<file path="src/rtl/u2u_pkg.sv">
// Shared types and constants for the UTF-8 to UCS-2 stream decoder.
package u2u_pkg;

    localparam int unsigned UNIT_W     = 16;
    localparam int unsigned BYTE_W     = 8;
    localparam int unsigned QUEUE_DEPTH = 4;
    localparam int unsigned QPTR_W     = $clog2(QUEUE_DEPTH);
    localparam int unsigned QCNT_W     = $clog2(QUEUE_DEPTH + 1);
    localparam int unsigned PADDR_W    = 3;

    // Register byte addresses, decoded on paddr[2].
    localparam logic REG_MAX_UNITS = 1'b0;

    localparam logic [UNIT_W-1:0] MAX_UNITS_RESET = 16'd255;

    // Byte classification masks and patterns.
    localparam logic [BYTE_W-1:0] ASCII_MAX   = 8'h7F;
    localparam logic [BYTE_W-1:0] MASK_TOP2   = 8'hC0;
    localparam logic [BYTE_W-1:0] MASK_TOP3   = 8'hE0;
    localparam logic [BYTE_W-1:0] MASK_TOP4   = 8'hF0;
    localparam logic [BYTE_W-1:0] PAT_CONT    = 8'h80;
    localparam logic [BYTE_W-1:0] PAT_LEAD2   = 8'hC0;
    localparam logic [BYTE_W-1:0] PAT_LEAD3   = 8'hE0;
    localparam logic [BYTE_W-1:0] MASK_BITS6  = 8'h3F;
    localparam logic [BYTE_W-1:0] MASK_BITS5  = 8'h1F;
    localparam logic [BYTE_W-1:0] MASK_BITS4  = 8'h0F;

    typedef struct packed {
        logic              malformed;
        logic              terminator;
        logic [UNIT_W-1:0] code_unit;
    } result_t;

    // Up to two results per accepted byte, written in order r0 then r1.
    typedef struct packed {
        logic [1:0] cnt;
        result_t    r0;
        result_t    r1;
    } push_t;

endpackage

</file>
<file path="src/rtl/u2u_front.sv">
// Front part: per-byte sequence tracking and result generation.
module u2u_front #(
    parameter int unsigned COUNT_WIDTH = 16
) (
    input  logic                         clk,
    input  logic                         rst_n,
    input  logic [u2u_pkg::UNIT_W-1:0]   max_units,
    input  logic                         take,
    input  logic [u2u_pkg::BYTE_W-1:0]   in_byte,
    input  logic                         last_byte,
    output u2u_pkg::push_t               push
);
    import u2u_pkg::*;

    localparam int unsigned CMP_W = (COUNT_WIDTH > UNIT_W) ? COUNT_WIDTH : UNIT_W;

    logic [1:0]             pending_reg, pending_next;
    logic [UNIT_W-1:0]      partial_reg, partial_next;
    logic [COUNT_WIDTH-1:0] units_reg, units_next;
    logic                   full_reg, full_next;
    logic                   disc_reg, disc_next;

    logic [1:0]        pend_dec;
    logic [UNIT_W-1:0] cont_bits;
    logic              emit_unit;
    logic [UNIT_W-1:0] unit_val;
    logic              err;
    logic              limit_hit;
    logic [COUNT_WIDTH-1:0] units_inc;
    result_t           unit_res;
    result_t           term_res;

    assign limit_hit = CMP_W'(units_reg) >= CMP_W'(max_units);
    assign units_inc = (&units_reg) ? units_reg : units_reg + COUNT_WIDTH'(1);
    assign pend_dec  = pending_reg - 2'd1;
    assign cont_bits = (pend_dec == 2'd1) ? {2'b0, in_byte & MASK_BITS6, 6'b0}
                                          : {8'b0, in_byte & MASK_BITS6};

    always_comb
    begin
        pending_next = pending_reg;
        partial_next = partial_reg;
        units_next   = units_reg;
        full_next    = full_reg;
        disc_next    = disc_reg;
        emit_unit    = 1'b0;
        unit_val     = '0;
        err          = 1'b0;

        if (disc_reg || full_reg)
        begin
            // Byte ignored.
        end
        else if (pending_reg != 2'd0)
        begin
            if ((in_byte & MASK_TOP2) != PAT_CONT)
            begin
                err = 1'b1;
            end
            else
            begin
                pending_next = pend_dec;
                partial_next = partial_reg | cont_bits;
                if (pend_dec == 2'd0)
                begin
                    emit_unit    = 1'b1;
                    unit_val     = partial_reg | cont_bits;
                    units_next   = units_inc;
                    partial_next = '0;
                end
                else if (last_byte)
                begin
                    err = 1'b1;
                end
            end
        end
        else if (limit_hit)
        begin
            full_next = 1'b1;
        end
        else if (in_byte <= ASCII_MAX)
        begin
            emit_unit  = 1'b1;
            unit_val   = {8'b0, in_byte};
            units_next = units_inc;
        end
        else if ((in_byte & MASK_TOP3) == PAT_LEAD2)
        begin
            partial_next = {5'b0, in_byte[4:0] & MASK_BITS5[4:0], 6'b0};
            pending_next = 2'd1;
            err          = last_byte;
        end
        else if ((in_byte & MASK_TOP4) == PAT_LEAD3)
        begin
            partial_next = {in_byte[3:0] & MASK_BITS4[3:0], 12'b0};
            pending_next = 2'd2;
            err          = last_byte;
        end
        else
        begin
            err = 1'b1;
        end

        if (err || last_byte)
        begin
            pending_next = 2'd0;
            partial_next = '0;
            units_next   = '0;
            full_next    = 1'b0;
            disc_next    = err && !last_byte;
        end
    end

    always_comb
    begin
        unit_res = '{malformed: 1'b0, terminator: 1'b0, code_unit: unit_val};
        term_res = '{malformed: err, terminator: 1'b1, code_unit: '0};
        push.r0  = unit_res;
        push.r1  = term_res;
        push.cnt = 2'd0;
        if (take)
        begin
            if (emit_unit)
            begin
                push.cnt = (last_byte || err) ? 2'd2 : 2'd1;
            end
            else if (err || (last_byte && !disc_reg))
            begin
                push.r0  = term_res;
                push.cnt = 2'd1;
            end
        end
    end

    always_ff @(posedge clk or negedge rst_n)
    begin
        if (!rst_n)
        begin
            pending_reg <= 2'd0;
            partial_reg <= '0;
            units_reg   <= '0;
            full_reg    <= 1'b0;
            disc_reg    <= 1'b0;
        end
        else if (take)
        begin
            pending_reg <= pending_next;
            partial_reg <= partial_next;
            units_reg   <= units_next;
            full_reg    <= full_next;
            disc_reg    <= disc_next;
        end
    end

    // A string waiting on continuation bytes is never past its unit limit.
    assert property (@(posedge clk) disable iff (!rst_n)
        !(full_reg && pending_reg != 2'd0))
        else $error("front: output_full while a sequence is pending");

    assert property (@(posedge clk) disable iff (!rst_n)
        !(full_reg && disc_reg))
        else $error("front: discarding and output_full both set");

    assert property (@(posedge clk) disable iff (!rst_n)
        take && last_byte |=> pending_reg == 2'd0 && units_reg == '0 && !full_reg && !disc_reg)
        else $error("front: string state not cleared after final byte");

endmodule

</file>
<file path="src/rtl/u2u_queue.sv">
// Result queue between front and back: two writes and one read per cycle.
module u2u_queue (
    input  logic             clk,
    input  logic             rst_n,
    input  u2u_pkg::push_t   push,
    input  logic             pop,
    output logic             has_room,
    output logic             not_empty,
    output u2u_pkg::result_t head
);
    import u2u_pkg::*;

    result_t             mem_reg [QUEUE_DEPTH];
    logic [QPTR_W-1:0]   wp_reg;
    logic [QPTR_W-1:0]   rp_reg;
    logic [QCNT_W-1:0]   count_reg;
    logic [QPTR_W-1:0]   wp_1;

    assign wp_1      = wp_reg + QPTR_W'(1);
    assign not_empty = count_reg != '0;
    assign has_room  = count_reg <= QCNT_W'(QUEUE_DEPTH - 2);
    assign head      = mem_reg[rp_reg];

    always_ff @(posedge clk)
    begin
        if (push.cnt != 2'd0)
        begin
            mem_reg[wp_reg] <= push.r0;
        end
        if (push.cnt == 2'd2)
        begin
            mem_reg[wp_1] <= push.r1;
        end
    end

    always_ff @(posedge clk or negedge rst_n)
    begin
        if (!rst_n)
        begin
            wp_reg    <= '0;
            rp_reg    <= '0;
            count_reg <= '0;
        end
        else
        begin
            wp_reg    <= wp_reg + QPTR_W'(push.cnt);
            rp_reg    <= rp_reg + QPTR_W'(pop);
            count_reg <= count_reg + QCNT_W'(push.cnt) - QCNT_W'(pop);
        end
    end

    assert property (@(posedge clk) disable iff (!rst_n)
        count_reg <= QCNT_W'(QUEUE_DEPTH))
        else $error("queue: occupancy beyond depth");

    assert property (@(posedge clk) disable iff (!rst_n)
        pop |-> not_empty)
        else $error("queue: read from empty queue");

    assert property (@(posedge clk) disable iff (!rst_n)
        push.cnt != 2'd0 |-> has_room)
        else $error("queue: write without room");

endmodule

</file>
<file path="src/rtl/u2u_back.sv">
// Back part: output register that presents results on the master stream.
module u2u_back (
    input  logic                        clk,
    input  logic                        rst_n,
    input  logic                        q_valid,
    input  u2u_pkg::result_t            q_head,
    output logic                        q_pop,
    output logic                        m_axis_tvalid,
    input  logic                        m_axis_tready,
    output logic [u2u_pkg::UNIT_W-1:0]  m_axis_tdata,
    output logic                        m_axis_tlast,
    output logic                        m_axis_tuser
);
    import u2u_pkg::*;

    logic    valid_reg;
    result_t data_reg;

    assign q_pop = q_valid && (!valid_reg || m_axis_tready);

    always_ff @(posedge clk or negedge rst_n)
    begin
        if (!rst_n)
        begin
            valid_reg <= 1'b0;
        end
        else if (!valid_reg || m_axis_tready)
        begin
            valid_reg <= q_valid;
        end
    end

    always_ff @(posedge clk)
    begin
        if (q_pop)
        begin
            data_reg <= q_head;
        end
    end

    assign m_axis_tvalid = valid_reg;
    assign m_axis_tdata  = data_reg.code_unit;
    assign m_axis_tlast  = data_reg.terminator;
    assign m_axis_tuser  = data_reg.malformed;

endmodule

</file>
<file path="src/rtl/utf8_to_ucs2_stream_decoder_core.sv">
// UTF-8 to UCS-2 stream decoder: top level with APB register and stream ports.
//
// Bytes enter on the slave stream (tlast marks the final byte of a string) and
// 16-bit code units leave on the master stream, each string closed by a word with
// tlast set, tuser flagging a malformed or truncated string. The decoder takes one
// byte per cycle, and results go into a four-entry queue ahead of the output
// register. A final byte that completes a unit produces two words, which drain at
// one word per cycle while the output is ready; the input stalls only while the
// queue has fewer than two free entries. No clearing pass follows reset. max_units
// lives at byte address 0 and should be written while idle.
module utf8_to_ucs2_stream_decoder_core #(
    parameter int unsigned COUNT_WIDTH = 16
) (
    input  logic                          clk,
    input  logic                          rst_n,
    // APB register port
    input  logic                          psel,
    input  logic                          penable,
    input  logic                          pwrite,
    input  logic [u2u_pkg::PADDR_W-1:0]   paddr,
    input  logic [31:0]                   pwdata,
    output logic [31:0]                   prdata,
    output logic                          pready,
    // Input bytes
    input  logic                          s_axis_tvalid,
    output logic                          s_axis_tready,
    input  logic [7:0]                    s_axis_tdata,  // [7:0] in_byte
    input  logic                          s_axis_tlast,
    // Output words
    output logic                          m_axis_tvalid,
    input  logic                          m_axis_tready,
    output logic [15:0]                   m_axis_tdata,  // [15:0] code_unit
    output logic                          m_axis_tlast,
    output logic                          m_axis_tuser   // [0] malformed
);
    import u2u_pkg::*;

    logic [UNIT_W-1:0] max_units_reg;
    logic              take;
    logic              has_room;
    logic              q_valid;
    logic              q_pop;
    push_t             push;
    result_t           q_head;

    assign pready = 1'b1;
    assign prdata = (paddr[2] == REG_MAX_UNITS) ? {16'b0, max_units_reg} : 32'b0;

    always_ff @(posedge clk or negedge rst_n)
    begin
        if (!rst_n)
        begin
            max_units_reg <= MAX_UNITS_RESET;
        end
        else if (psel && penable && pwrite && paddr[2] == REG_MAX_UNITS)
        begin
            max_units_reg <= pwdata[UNIT_W-1:0];
        end
    end

    assign s_axis_tready = has_room;
    assign take          = s_axis_tvalid && has_room;

    u2u_front #(
        .COUNT_WIDTH (COUNT_WIDTH)
    ) u_front (
        .clk       (clk),
        .rst_n     (rst_n),
        .max_units (max_units_reg),
        .take      (take),
        .in_byte   (s_axis_tdata),
        .last_byte (s_axis_tlast),
        .push      (push)
    );

    u2u_queue u_queue (
        .clk       (clk),
        .rst_n     (rst_n),
        .push      (push),
        .pop       (q_pop),
        .has_room  (has_room),
        .not_empty (q_valid),
        .head      (q_head)
    );

    u2u_back u_back (
        .clk           (clk),
        .rst_n         (rst_n),
        .q_valid       (q_valid),
        .q_head        (q_head),
        .q_pop         (q_pop),
        .m_axis_tvalid (m_axis_tvalid),
        .m_axis_tready (m_axis_tready),
        .m_axis_tdata  (m_axis_tdata),
        .m_axis_tlast  (m_axis_tlast),
        .m_axis_tuser  (m_axis_tuser)
    );

    // Only a terminator word may carry the malformed flag, and it carries no unit.
    assert property (@(posedge clk) disable iff (!rst_n)
        m_axis_tvalid && m_axis_tuser |-> m_axis_tlast)
        else $error("core: malformed flag on a unit word");

    assert property (@(posedge clk) disable iff (!rst_n)
        m_axis_tvalid && m_axis_tlast |-> m_axis_tdata == 16'd0)
        else $error("core: terminator word carries a code unit");

    assert property (@(posedge clk) disable iff (!rst_n)
        m_axis_tvalid && !m_axis_tready |=> m_axis_tvalid && $stable(m_axis_tdata))
        else $error("core: stalled output word changed");

endmodule

</file>
<file path="config.mk">
export PLATFORM = sky130hd
export DESIGN_NAME = utf8_to_ucs2_stream_decoder_core
export DESIGN_NICKNAME = d
export VERILOG_FILES = /design/src/rtl/u2u_pkg.sv /design/src/rtl/u2u_front.sv /design/src/rtl/u2u_queue.sv /design/src/rtl/u2u_back.sv /design/src/rtl/utf8_to_ucs2_stream_decoder_core.sv
export SDC_FILE = /design/constraint.sdc
export NUM_CORES = 1
export LEC_CHECK = 0
export ABC_AREA = 1
export BUFFER_PORTS_ARGS = -buffer_cell sky130_fd_sc_hd__buf_2
export CELL_PAD_IN_SITES_DETAIL_PLACEMENT = 1
export CELL_PAD_IN_SITES_GLOBAL_PLACEMENT = 2
export CORE_MARGIN = 3
export CORE_UTILIZATION = 38
export DETAILED_ROUTE_END_ITERATION = 10
export GPL_TIMING_DRIVEN = 0
export MAX_ROUTING_LAYER = met4
export PLACE_DENSITY_LB_ADDON = 0.1
export SYNTH_ARGS = -nofsm -noshare
export SYNTH_HDL_FRONTEND = slang
export SYNTH_HIERARCHICAL = 1
export SYNTH_SLANG_ARGS = --single-unit
</file>
<file path="constraint.sdc">
create_clock -name clk -period 5.9 [get_ports clk]
set_input_delay 0.59 -clock clk [delete_from_list [all_inputs] [get_ports clk]]
set_output_delay 0.59 -clock clk [all_outputs]
set_load 0.02 [all_outputs]
</file>
==> impl_results.md <==
- Met1 Usage GRT: 0.280
- LEAKAGE: 5.35 nW
- Largest net degree at the start of global routing: 59
- Max-cap violation count: 0
- Number of global-route vias before repair: 7689
- Number of flops mapped to enable cells by yosys: 90
- Peak VDD IR: 184 uV
- Final Core Density: 0.450
- Most common cell after layout, fill and taps aside: nand2_1
- Clock Path Buffers: 2
- Syn avg cell area: 7.80 um^2
- Tmin final: 4600 ps
- Final Hold Viols: 0
- Starting DRT DRC Count: 390
- Detailed Routing Iterations Pass 1: 4
- HP Class: input port to flop
- Register area share after synthesis: 0.463
- Worst Skew: 14.0 ps
- Area delta synth->final: 16.0%
- FFs w/ async S/R, synth: 0.400
- Status: completed
- Post-synthesis register bit count: 150
- Final nets: 1359
- Most frequent cells in the layout: nand2_1, nand3_1, inv_1, edfxtp_1, nor2_1
- Measured slew at the worst slew-check pin: 1270 ps
- First-pass GRT wire length: 42100 um
- Layout cells sized above 1: 0.178
- Dpl hpwl: 19900 um
- Met2 usage: 0.352
- Worst rel slew slack: 0.153
- Final GP Congestion: 0.846
- Clock root buffer: clkbuf_16
- Worst-path clk slew: 70 ps
- Total via count in the routed design: 7581
- Initial Util: 0.388
- Hold-fix buffers, CTS: 1
- Post-CTS sizing: 0
- I/O Buffers: 67
- H-tree lvl count: 4
- Final setup violating endpoints: 0
- Horiz. Die Dim: 161 um
- PD cells: 434 nW/um^2
- Post-synth cell types: 44
- Core outline area: 23500 um^2
- CTS tree: built
- Met3 Use GR: 0.0230
- Chip Height: 161 um
- Crit-path max FO: 18
- Kind of end point of the critical path: flop
- Max Freq: 218 MHz
- Postcts setup bufs: 0
- Clk sink count: 150
- RSZ-0062 raised after global routing: no
- Busiest grt layer: met2
- DRT antenna net count: 0
- Initial antenna violation count: 0
- Setup TNS Final: 0 ps
- Worst path arrival time: 4560 ps
- Area of the mapped netlist: 9100 um^2
- DRC viols: 0
- Routed wire length: 26200 um
- Clock Latency Late Sink: 430 ps
- Row count: 56
- Startpoint types: flop
- Tcrit/Tclk final: 0.779
- CP required: 5870 ps
- DR WL/cell: 16.2 um
- Ys flop type: edfxtp_1
- Grt total ovfl: 0
- Warnings from Yosys: 6
- Crit path kind: flop to flop
- Final Max Tran Viols: 0
- Mapped Cells: 1167
- Number of diodes: 0
- Cts bufs inserted: 17
- Die Area: 25800 um^2
- Gr usage total: 0.212
- Largest register FFs: 72
- I/O Pins: 104
- Vias/cell: 4.69
==> stage by stage <==
stage | instances | total power [mW] | worst slack (ps) | hold WS (ps) | cell area, um^2
2_1_floorplan | 1197 | 2.93 | 2400 | 294 | 9220
3_3_place_gp | 1583 | 3.50 | 1200 | 459 | 9950
3_5_place_dp | 1584 | 3.55 | 1170 | 421 | 9980
4_1_cts | 1617 | 4.63 | 1130 | 358 | 10600
5_1_grt | 1617 | 4.94 | 867 | 361 | 10600
6_report | 1617 | 4.58 | 1300 | 375 | 10600
==> layer usage <==
metal / routed length [um] / share of wire
met1: 12400 / 0.47
met2: 12600 / 0.48
met3: 721 / 0.028
met4: 427 / 0.016
met5: 0 / 0
==> cell usage after synthesis (all sizes together) (3+ instances only) <==
cell / number / area share
dfstp: 8 / 0.023
edfxtp: 90 / 0.30
xnor2: 3 / 0.0029
o21ai: 9 / 0.0054
nand3: 155 / 0.086
conb: 4 / 0.0016
ha: 22 / 0.030
nor2: 98 / 0.047
nor3: 11 / 0.0071
buf: 71 / 0.059
a21o: 3 / 0.0025
inv: 148 / 0.061
or2: 18 / 0.012
dfrtp: 52 / 0.14
clkbuf: 9 / 0.0037
a22oi: 6 / 0.0049
nand2: 410 / 0.17
a21oi: 27 / 0.016
o211ai: 3 / 0.0040
xor2: 10 / 0.0096
==> area by class of cell <==
| cell class | instances | area, um^2 |
|---|---|---|
| inverters | 150 | 563 |
| repair buffers | 69 | 375 |
| well taps | 319 | 399 |
| clock buffers | 18 | 429 |
| multi-input cells | 817 | 3860 |
| plain buffers | 80 | 574 |
| fillers | 2960 | 12900 |
| clock inverters | 14 | 139 |
| flip-flops and latches | 150 | 4210 |
==> power by group <==
part           total, mW  switching [mW]  internal (mW)
clock               1.07           0.511          0.559
combinational       1.93            1.34          0.593
sequential          1.58           0.117           1.47
==> worst paths after layout <==
path	from	end	slack, ps	depth (start not counted)
max	max_units_reg[3]	u_queue/mem_reg[3][17]	1300	19
min	pwdata[3]	max_units_reg[3]	380	3
max reg2reg	max_units_reg[3]	u_queue/mem_reg[3][17]	1300	19
min reg2reg	max_units_reg[4]	max_units_reg[4]	470	2
max in group asynchronous	rst_n	max_units_reg[7]	4780	3
min in group asynchronous	rst_n	u_queue/rp_reg[0]	530	2
==> critical path: stages, from the launching register on <==
cell and delay [ps]:
dfstp_2 540, inv_1 50, ha_1 280, nand2_1 70
nor2_1 110, nor2_1 50, nand2_1 70, nand2_1 60
nand2_1 60, nand2_1 50, nand2_1 100, nand2_2 100
nand2_2 160, nand2_1 90, buf_2 210, o21ai_0 870
nor2_4 140, nand2_2 270, buf_2 290, nand2_1 550
==> cell families after synthesis <==
| group | synth area share |
|---|---|
| flops | 0.463 |
| simple gates | 0.329 |
| xor+xnor | 0.0125 |
| fa+ha+maj | 0.0324 |
| other cells | 0.00165 |
| compound gates | 0.0360 |
| buf+inv | 0.125 |
No activity file was read; power rests on OpenSTA's default activity.
